$ cat src/hw/rtl/permutation_unrank_factoradic_defines.svh
// Assertion macros for the permutation unranking block.
`ifndef PERMUTATION_UNRANK_FACTORADIC_DEFINES_SVH
`define PERMUTATION_UNRANK_FACTORADIC_DEFINES_SVH

`ifndef SYNTHESIS
`define PUF_ASSERT_SAME(lbl, ante, cons) \
    lbl: assert property (@(posedge i_clk) disable iff (!i_rst_n) (ante) |-> (cons)) \
        else $error("puf assertion failed");
`define PUF_ASSERT_NEXT(lbl, ante, cons) \
    lbl: assert property (@(posedge i_clk) disable iff (!i_rst_n) (ante) |=> (cons)) \
        else $error("puf assertion failed");
`else
`define PUF_ASSERT_SAME(lbl, ante, cons)
`define PUF_ASSERT_NEXT(lbl, ante, cons)
`endif

`endif

$ cat src/hw/rtl/puf_pkg.sv
// Shared types, widths and factorial table for the permutation unranking block.
`timescale 1ns / 1ps
`default_nettype none
package puf_pkg;

    localparam int SYM_W           = 8;
    localparam int WORD_W          = 64;
    localparam int LEN_W           = 4;
    localparam int RANK_W          = 16;
    localparam int MAX_LETTERS_DEF = 8;
    localparam int FACT_N          = 9;

    localparam logic [RANK_W-1:0] FACT_TABLE [FACT_N] = '{
        16'd1, 16'd1, 16'd2, 16'd6, 16'd24, 16'd120, 16'd720, 16'd5040, 16'd40320
    };

    typedef struct packed {
        logic             vld;
        logic             ok;
        logic [LEN_W-1:0] len;
    } t_ctrl;

    function automatic logic [RANK_W:0] fact_of(input logic [LEN_W-1:0] n);
        logic [RANK_W:0] f;
        f = '1;
        if (n < LEN_W'(FACT_N)) begin
            f = {1'b0, FACT_TABLE[n]};
        end
        return f;
    endfunction

endpackage
`default_nettype wire

$ cat src/hw/rtl/puf_check.sv
// Input stage: range check of length and rank, symbol pool load.
`timescale 1ns / 1ps
`default_nettype none
module puf_check import puf_pkg::*; #(
    parameter int MAX_LETTERS = MAX_LETTERS_DEF
) (
    input  wire logic                         i_clk,
    input  wire logic                         i_rst_n,
    input  wire logic                         i_en,
    input  wire logic                         i_vld,
    input  wire logic [WORD_W-1:0]            i_letters,
    input  wire logic [LEN_W-1:0]             i_len,
    input  wire logic [RANK_W-1:0]            i_rank,
    output t_ctrl                             o_ctrl,
    output logic      [RANK_W-1:0]            o_rank,
    output logic      [SYM_W*MAX_LETTERS-1:0] o_pool,
    output logic      [SYM_W*MAX_LETTERS-1:0] o_res
);

    t_ctrl                            r_ctrl, n_ctrl;
    logic [RANK_W-1:0]                r_rank;
    logic [SYM_W*MAX_LETTERS-1:0]     r_pool;

    always_comb begin
        n_ctrl.vld = i_vld;
        n_ctrl.len = i_len;
        n_ctrl.ok  = (i_len != '0) && (i_len <= LEN_W'(MAX_LETTERS)) &&
                     ({1'b0, i_rank} < fact_of(i_len));
    end

    always_ff @(posedge i_clk) begin
        if (!i_rst_n) begin
            r_ctrl <= '0;
        end else if (i_en) begin
            r_ctrl <= n_ctrl;
        end
    end

    always_ff @(posedge i_clk) begin
        if (i_en) begin
            r_rank <= i_rank;
            r_pool <= i_letters[SYM_W*MAX_LETTERS-1:0];
        end
    end

    assign o_ctrl = r_ctrl;
    assign o_rank = r_rank;
    assign o_pool = r_pool;
    assign o_res  = '0;

endmodule
`default_nettype wire

$ cat src/hw/rtl/puf_stage.sv
// One output position: digit select by factorial compare, symbol pick and pool compaction.
`timescale 1ns / 1ps
`default_nettype none
module puf_stage import puf_pkg::*; #(
    parameter int MAX_LETTERS = MAX_LETTERS_DEF,
    parameter int POS         = 0
) (
    input  wire logic                         i_clk,
    input  wire logic                         i_rst_n,
    input  wire logic                         i_en,
    input  wire t_ctrl                        i_ctrl,
    input  wire logic [RANK_W-1:0]            i_rank,
    input  wire logic [SYM_W*MAX_LETTERS-1:0] i_pool,
    input  wire logic [SYM_W*MAX_LETTERS-1:0] i_res,
    output t_ctrl                             o_ctrl,
    output logic      [RANK_W-1:0]            o_rank,
    output logic      [SYM_W*MAX_LETTERS-1:0] o_pool,
    output logic      [SYM_W*MAX_LETTERS-1:0] o_res
);

    localparam int SEL_W = (MAX_LETTERS > 1) ? $clog2(MAX_LETTERS) : 1;
    localparam int POOL_W = SYM_W * MAX_LETTERS;

    t_ctrl                    r_ctrl;
    logic [RANK_W-1:0]        r_rank, n_rank;
    logic [POOL_W-1:0]        r_pool, n_pool;
    logic [POOL_W-1:0]        r_res, n_res;
    logic [POOL_W+SYM_W-1:0]  pool_ext;
    logic [LEN_W-1:0]         rem;
    logic [RANK_W:0]          fact;
    logic [RANK_W:0]          mult [MAX_LETTERS];
    logic [SEL_W-1:0]         sel;
    logic [SYM_W-1:0]         pick;
    logic                     active;

    always_comb begin
        rem    = i_ctrl.len - LEN_W'(POS);
        active = i_ctrl.ok && (LEN_W'(POS) < i_ctrl.len);
        fact   = fact_of(rem - LEN_W'(1));
        for (int k = 0; k < MAX_LETTERS; k++) begin
            mult[k] = (RANK_W+1)'(fact * k);
        end
        sel = '0;
        for (int k = 1; k < MAX_LETTERS; k++) begin
            if (({1'b0, i_rank} >= mult[k]) && (LEN_W'(k) < rem)) begin
                sel = SEL_W'(k);
            end
        end
        n_rank   = RANK_W'({1'b0, i_rank} - mult[sel]);
        pool_ext = {{SYM_W{1'b0}}, i_pool};
        pick     = i_pool[sel*SYM_W +: SYM_W];
        for (int k = 0; k < MAX_LETTERS; k++) begin
            if (SEL_W'(k) < sel) begin
                n_pool[k*SYM_W +: SYM_W] = pool_ext[k*SYM_W +: SYM_W];
            end else begin
                n_pool[k*SYM_W +: SYM_W] = pool_ext[(k+1)*SYM_W +: SYM_W];
            end
        end
        n_res = i_res;
        if (active) begin
            n_res[POS*SYM_W +: SYM_W] = pick;
        end
    end

    always_ff @(posedge i_clk) begin
        if (!i_rst_n) begin
            r_ctrl <= '0;
        end else if (i_en) begin
            r_ctrl <= i_ctrl;
        end
    end

    always_ff @(posedge i_clk) begin
        if (i_en) begin
            r_rank <= n_rank;
            r_pool <= n_pool;
            r_res  <= n_res;
        end
    end

    assign o_ctrl = r_ctrl;
    assign o_rank = r_rank;
    assign o_pool = r_pool;
    assign o_res  = r_res;

endmodule
`default_nettype wire

$ cat src/hw/rtl/permutation_unrank_factoradic.sv
// Top level: factorial number system permutation unranker, one stage per output position.
// Structure: one check stage plus one register stage per position.
// Throughput: one request per cycle while the output is not stalled.
// A stall at the output holds every stage in place; nothing is dropped or repeated.
// Reset is synchronous, active low, and clears the valid bit of every stage.
`timescale 1ns / 1ps
`default_nettype none
`include "permutation_unrank_factoradic_defines.svh"
module permutation_unrank_factoradic import puf_pkg::*; #(
    parameter int MAX_LETTERS = MAX_LETTERS_DEF
) (
    input  wire logic              i_clk,
    input  wire logic              i_rst_n,
    input  wire logic              i_valid,
    output logic                   o_ready,
    input  wire logic [WORD_W-1:0] i_letters,
    input  wire logic [LEN_W-1:0]  i_word_length,
    input  wire logic [RANK_W-1:0] i_rank,
    output logic                   o_valid,
    input  wire logic              i_ready,
    output logic [WORD_W-1:0]      o_permuted,
    output logic [LEN_W-1:0]       o_out_length,
    output logic                   o_valid_res
);

    localparam int POOL_W = SYM_W * MAX_LETTERS;

    t_ctrl              ctrl [MAX_LETTERS+1];
    logic [RANK_W-1:0]  rank [MAX_LETTERS+1];
    logic [POOL_W-1:0]  pool [MAX_LETTERS+1];
    logic [POOL_W-1:0]  res  [MAX_LETTERS+1];
    logic               en;

    assign en      = !ctrl[MAX_LETTERS].vld || i_ready;
    assign o_ready = en;

    puf_check #(.MAX_LETTERS(MAX_LETTERS)) u_check (
        .i_clk     (i_clk),
        .i_rst_n   (i_rst_n),
        .i_en      (en),
        .i_vld     (i_valid),
        .i_letters (i_letters),
        .i_len     (i_word_length),
        .i_rank    (i_rank),
        .o_ctrl    (ctrl[0]),
        .o_rank    (rank[0]),
        .o_pool    (pool[0]),
        .o_res     (res[0])
    );

    for (genvar p = 0; p < MAX_LETTERS; p++) begin : g_stage
        puf_stage #(.MAX_LETTERS(MAX_LETTERS), .POS(p)) u_stage (
            .i_clk   (i_clk),
            .i_rst_n (i_rst_n),
            .i_en    (en),
            .i_ctrl  (ctrl[p]),
            .i_rank  (rank[p]),
            .i_pool  (pool[p]),
            .i_res   (res[p]),
            .o_ctrl  (ctrl[p+1]),
            .o_rank  (rank[p+1]),
            .o_pool  (pool[p+1]),
            .o_res   (res[p+1])
        );
    end

    assign o_valid      = ctrl[MAX_LETTERS].vld;
    assign o_valid_res  = ctrl[MAX_LETTERS].ok;
    assign o_out_length = ctrl[MAX_LETTERS].ok ? ctrl[MAX_LETTERS].len : '0;
    assign o_permuted   = WORD_W'(res[MAX_LETTERS]);

    `PUF_ASSERT_SAME(a_reject_clear, o_valid && !o_valid_res, o_permuted == '0 && o_out_length == '0)
    `PUF_ASSERT_SAME(a_len_range, o_valid && o_valid_res, o_out_length != '0 && o_out_length <= LEN_W'(MAX_LETTERS))
    `PUF_ASSERT_NEXT(a_stall_holds, !o_ready, o_valid)

endmodule
`default_nettype wire
$ cat config.mk
export PLATFORM = sky130hd
export DESIGN_NAME = permutation_unrank_factoradic
export DESIGN_NICKNAME = d
export VERILOG_FILES = /design/src/hw/rtl/puf_pkg.sv /design/src/hw/rtl/puf_check.sv /design/src/hw/rtl/puf_stage.sv /design/src/hw/rtl/permutation_unrank_factoradic.sv
export VERILOG_INCLUDE_DIRS = /design/src /design/src/hw/rtl
export SDC_FILE = /design/constraint.sdc
export NUM_CORES = 2
export LEC_CHECK = 0
export BUFFER_PORTS_ARGS = -buffer_cell sky130_fd_sc_hd__buf_2
export CORE_MARGIN = 2
export CORE_UTILIZATION = 44
export CTS_BUF_LIST = sky130_fd_sc_hd__clkbuf_2 sky130_fd_sc_hd__clkbuf_4 sky130_fd_sc_hd__clkbuf_8
export DETAILED_ROUTE_END_ITERATION = 10
export SETUP_SLACK_MARGIN = 0.15
export SYNTH_ARGS = -nofsm -noshare
export SYNTH_HDL_FRONTEND = slang
export SYNTH_HIERARCHICAL = 1
export SYNTH_SLANG_ARGS = --single-unit
$ cat constraint.sdc
create_clock -name i_clk -period 47.1 [get_ports i_clk]
set_clock_uncertainty 0.2 [all_clocks]
set_input_delay 4.71 -clock i_clk [delete_from_list [all_inputs] [get_ports i_clk]]
set_output_delay 4.71 -clock i_clk [all_outputs]
set_load 0.05 [all_outputs]
After elaboration in Yosys (flattened, before gate mapping)
Memory sizes are Yosys's and may differ from the RTL's.
Cells that the tools add are included.

storage, ports and cells
  bits of input ports = 88
  memories kept = 9
  register bits = 982
  output and inout bits = 71
  ROM bits = 2304

memories
  name              depth  bits a word  rd ports  clocked after memory_dff  write ports  RTL line       source
  (name not given)  16     16           1         0                         0            puf_pkg.sv:27  f = {1'b0, FACT_TABLE[n]};
  (name not given)  16     16           1         0                         0            puf_pkg.sv:27
  (name not given)  16     16           1         0                         0            puf_pkg.sv:27
  (name not given)  16     16           1         0                         0            puf_pkg.sv:27
  (name not given)  16     16           1         0                         0            puf_pkg.sv:27
  (name not given)  16     16           1         0                         0            puf_pkg.sv:27
  +3 memories       --     --           --        --                        --           --

operators by class
  bitwise gates (word level) = 16
  mux-type cells = 154
  add/sub/neg operators = 22
  shift-type cells = 8
  reduce and logical (&&, ||, !) cells = 69
  multiply operators = 32
  order comparisons = 203

operator list
  operator                 number
  $ge A16 B17 Y1           56
  $mux W16                 32
  $shiftx A64 B7 Y8        8
  $mux W8                  49
  $bmux W17 S3             7
  $mul A17 B3 Y17 const B  16
  $mux W17                 9
  $lt A3 B4 Y1 const A     36
  $mul A17 B2 Y16 const B  8
  $mul A17 B2 Y17 const B  8
  $sub A16 B16 Y16         7
  $mux W3                  32
  $lt A3 B3 Y1 const A     28
  $lt A2 B4 Y1 const A     18
  $logic_and A1 B1 Y1      66
  $ge A5 B5 Y1 const B     9
  $not A4 Y5               9
  $lt A1 B3 Y1 const A     14
  $lt A2 B3 Y1 const A     14
  $lt A1 B4 Y1 const A     10
  $lt A4 B4 Y1 const B     9
  $sub A4 B1 Y4 const B    9
  $mux W2                  16
  $ge A4 B4 Y1 const B     7
  other kinds (10)         27

Longest topological paths before layout
  depth after elaboration = 21
  gate-level depth with buffers = 49
  mapped depth without buffers = 45

Modules after synthesis
The synthesis kept the hierarchy.

by module, submodules not included
  module                          cells each  area an instance (µm²)  times used
  puf_stage (g_stage[7].u_stage)  1125        11624.9                 1
  puf_stage (g_stage[0].u_stage)  1172        11559.8                 1
  puf_stage (g_stage[5].u_stage)  1105        11432.2                 1
  puf_stage (g_stage[3].u_stage)  1120        11358.4                 1
  puf_stage (g_stage[4].u_stage)  1096        11280.8                 1
  puf_stage (g_stage[1].u_stage)  1118        11275.8                 1
  puf_stage (g_stage[6].u_stage)  1060        11204.5                 1
  puf_stage (g_stage[2].u_stage)  1074        11190.7                 1
  puf_check                       228         3612.2                  1
  permutation_unrank_factoradic   5           31.3                    1

Worst setup path after synthesis
No wires, ideal clock.

  path type = input -> output
  start point = input port i_ready
  end point = output port o_ready
  arrival time = 32.952 ns
  path slack = 9.238 ns
  buffers on the path = 0
  stages = 1
  data required time = 42.190 ns
  cells stage by stage = nand2b_1

on the way
  longest elaborated chain between the ends = 1

ends and longest elaborated chain
  what                RTL line                             source
  from (decl)         permutation_unrank_factoradic.sv:20  input wire logic i_ready,
  $logic_or A1 B1 Y1  permutation_unrank_factoradic.sv:34  assign en = !ctrl[MAX_LETTERS].vld || i_ready;
  to (decl)           permutation_unrank_factoradic.sv:15  output logic o_ready,

No other way between the ends.

Worst setup path after layout
  start point = register g_stage[4].u_stage.r_ctrl, in the netlist g_stage[4].u_stage/o_ctrl[0]
  end point = register g_stage[5].u_stage.r_rank[14] (data pin)

on the way
  longest elaborated chain between the ends = 21
  elaborated cells on any way between the ends = 45
  those cells by class = add/sub (3); mul (4); order compare (15); mux (13); bitwise (2); reduce/logical (7); memory (1)

ends and longest elaborated chain
  what                                                      RTL line         source
  from (decl)                                               puf_stage.sv:24  t_ctrl r_ctrl;
  from (signal assigned)                                    puf_stage.sv:69  r_ctrl <= i_ctrl;
  $sub A4 B3 Y4 (*)                                         puf_stage.sv:37  rem = i_ctrl.len - LEN_W'(POS);
  branches (longest 16 deep; another with $mul A17 B2 Y17)  --
  $bmux W17 S3 (*)                                          puf_stage.sv:49  n_rank = RANK_W'({1'b0, i_rank} - mult[sel]);
  $mux W16 (implied by the code) (*) (2 in series)          puf_stage.sv:49
  $sub A16 B16 Y16 (*)                                      puf_stage.sv:49
  net g_stage[5].u_stage.n_rank[14]                         puf_stage.sv:25  logic [RANK_W-1:0] r_rank, n_rank;
  to (signal assigned)                                      puf_stage.sv:75  r_rank <= n_rank;
  to (decl)                                                 puf_stage.sv:25

Mark *: on every way through the listed nets, which the timed path passes. The select of a mux whose other input is x is not followed.
A chain may end at the register's enable or synchronous reset.

==> results.yml <==
status:
  status: "completed"
cts:
  cts_hold_buf: 0
  cts-htree-levels: 4
  clock-sinks: 1150
  cts_buffers: 193
  cts_root_buffer: "clkbuf_8"
  clk_latency_ps: 980
  clock_path_buffers: 3
  cts_setup_buffers: 0
  path_clk_slew_ps: 70
  cts_tree: "built"
  cts_resized: 0
route:
  vias: 71100
  postRouteWirelength_um: 305000
  drc: 0
  first_pass_iters: 7
  postRouteAntennaNets: 0
  via_per_inst: 6.01
  drtIter0Drc: 6592
  wl_per_cell_um: 25.8
die:
  die_h_um: 457
  std_cell_rows: 166
  core_mm2: 0.204
  dieArea_mm2: 0.209
  start_util: 0.442
  die_x_um: 457
  io_pins: 159
finish:
  final_common_cell: "ha_1"
  utilization: 0.480
  final_cell_mix: "1,259 x ha_1, 1,096 x edfxtp_1, 856 x nand2_1"
  areaGrowthSynthToFinish_pct: 8.67
  fin_nets: 10400
  drive_above_1_share: 0.114
timing:
  worst_slew_pin_slew_ps: 1400
  max_slew_margin: 0.0559
  final.period_utilization: 0.274
  maxSlewViolCount: 0
  rsz0062_at_grt: "false"
  fin_crit_ps: 12880
  tns_ps: 0
  setup_viol: 0
  timing.fmax_mhz: 77.6
  finalHoldViolCount: 0
  setup_ws_ps: 34220
worst_setup_path:
  r2r-start: "g_stage[4].u_stage/o_ctrl[0]"
  cp_data_required_time_ps: 47570
  slowest_delay_ps: 800
  crit_family: "compound AO/OA/AOI/OAI gates"
  critPathMaxFanout: 32
  worstSetupStartpointType: "register"
  crit_arrival_ps: 13350
  path_class: "reg2reg"
  cp-startpoint: "g_stage[4].u_stage/o_ctrl[0]"
  critPathSlowestCell: "nor2_2"
  crit_buf_inv: 6
  crit_path_end_kind: "register"
placed_design:
  dp_slack_ps: 34600
  hpwl_um: 239000
  port_buffers: 158
  place_congestion: 0.990
power_and_ir_drop:
  power_mw: 5.45
  powerDensity_mw_per_mm2: 55.5
  irDropWorstVdd_v: 0.0000363
  power.leakage_nw: 42.7
grt:
  grt_usage: 0.286
  grt_max_degree: 124
  grt_antenna_before_repair: 4
  grt_first_pass_wirelength_um: 453000
  gr-total-overflow: 0
  grt_pass1_vias: 69500
logic_synthesis:
  synth_cells: 8740
  ys_warn_count: 6
  synth_area_mm2: 0.0903
  synth.avg_cell_area_um2: 10.3
worst_hold_path:
  hold_start: "g_stage[2].u_stage/o_res[17]"
  hp-class: "reg2reg"
job:
  drv_cap: 0
## state kept, by name, summed over array words and instances, names as in the netlist
register and cells:
u_check/o_ctrl 6, g_stage.u_stage/o_res 512, g_stage.u_stage/o_rank 112, u_check/o_pool 64
u_check/o_rank 16, g_stage.u_stage/o_pool 392, g_stage.u_stage/o_ctrl 48
## path summary, 6_finish.rpt
check / endpoint / slack, ps / cells after the start
worst max-delay path: g_stage[5].u_stage/o_rank[14] / 34220 / 40
worst min-delay path: g_stage[3].u_stage/o_res[17] / 180 / 0
worst max register to register: g_stage[5].u_stage/o_rank[14] / 34220 / 40
worst min register to register: g_stage[3].u_stage/o_res[17] / 180 / 0
## per-layer routing
metal	wire, um	vias to the layer above	track usage
met3	19600	553	0.0417
met4	12000	4	0.106
met2	139000	2736	0.460
li1	-	33300	-
met1	135000	34500	0.390
met5	33	-	0
## power by group
group	leakage [nW]	internal [mW]	switching [mW]
Clock	2.20	0.526	0.441
Combinational	28.5	1.10	1.60
Sequential	12.1	1.44	0.343
Total	42.7	3.07	2.38
## layout make-up
type	count	area, um2
Multi-Input combinational cell	6784	52700
Sequential cell	1150	34000
Tap cell	2688	3360
Inverter	549	2060
Antenna cell	3	7.51
Clock buffer	260	3250
Fill cell	19000	106000
Clock inverter	104	1050
Timing Repair Buffer	291	1800
## worst reg2reg max path, delay by kind of cell, from the launching register on
family	cells	cell delay, ps
adders and majority gates	6	2240
AOI/OAI and AO/OA	18	4950
and+or+nand+nor	10	3490
buffers and inverters	6	1120
DFF	1	650
## through the flow
step                instances  area, um2  hold slack (ps)
finish                  11800      98200              179
global placement        11500      93900              200
global route            11800      98200              174
floorplan                8852      90800              200
CTS                     11800      98200              160
detailed placement      11500      93900              205
Note: power is estimated with default switching activity, not from simulation.
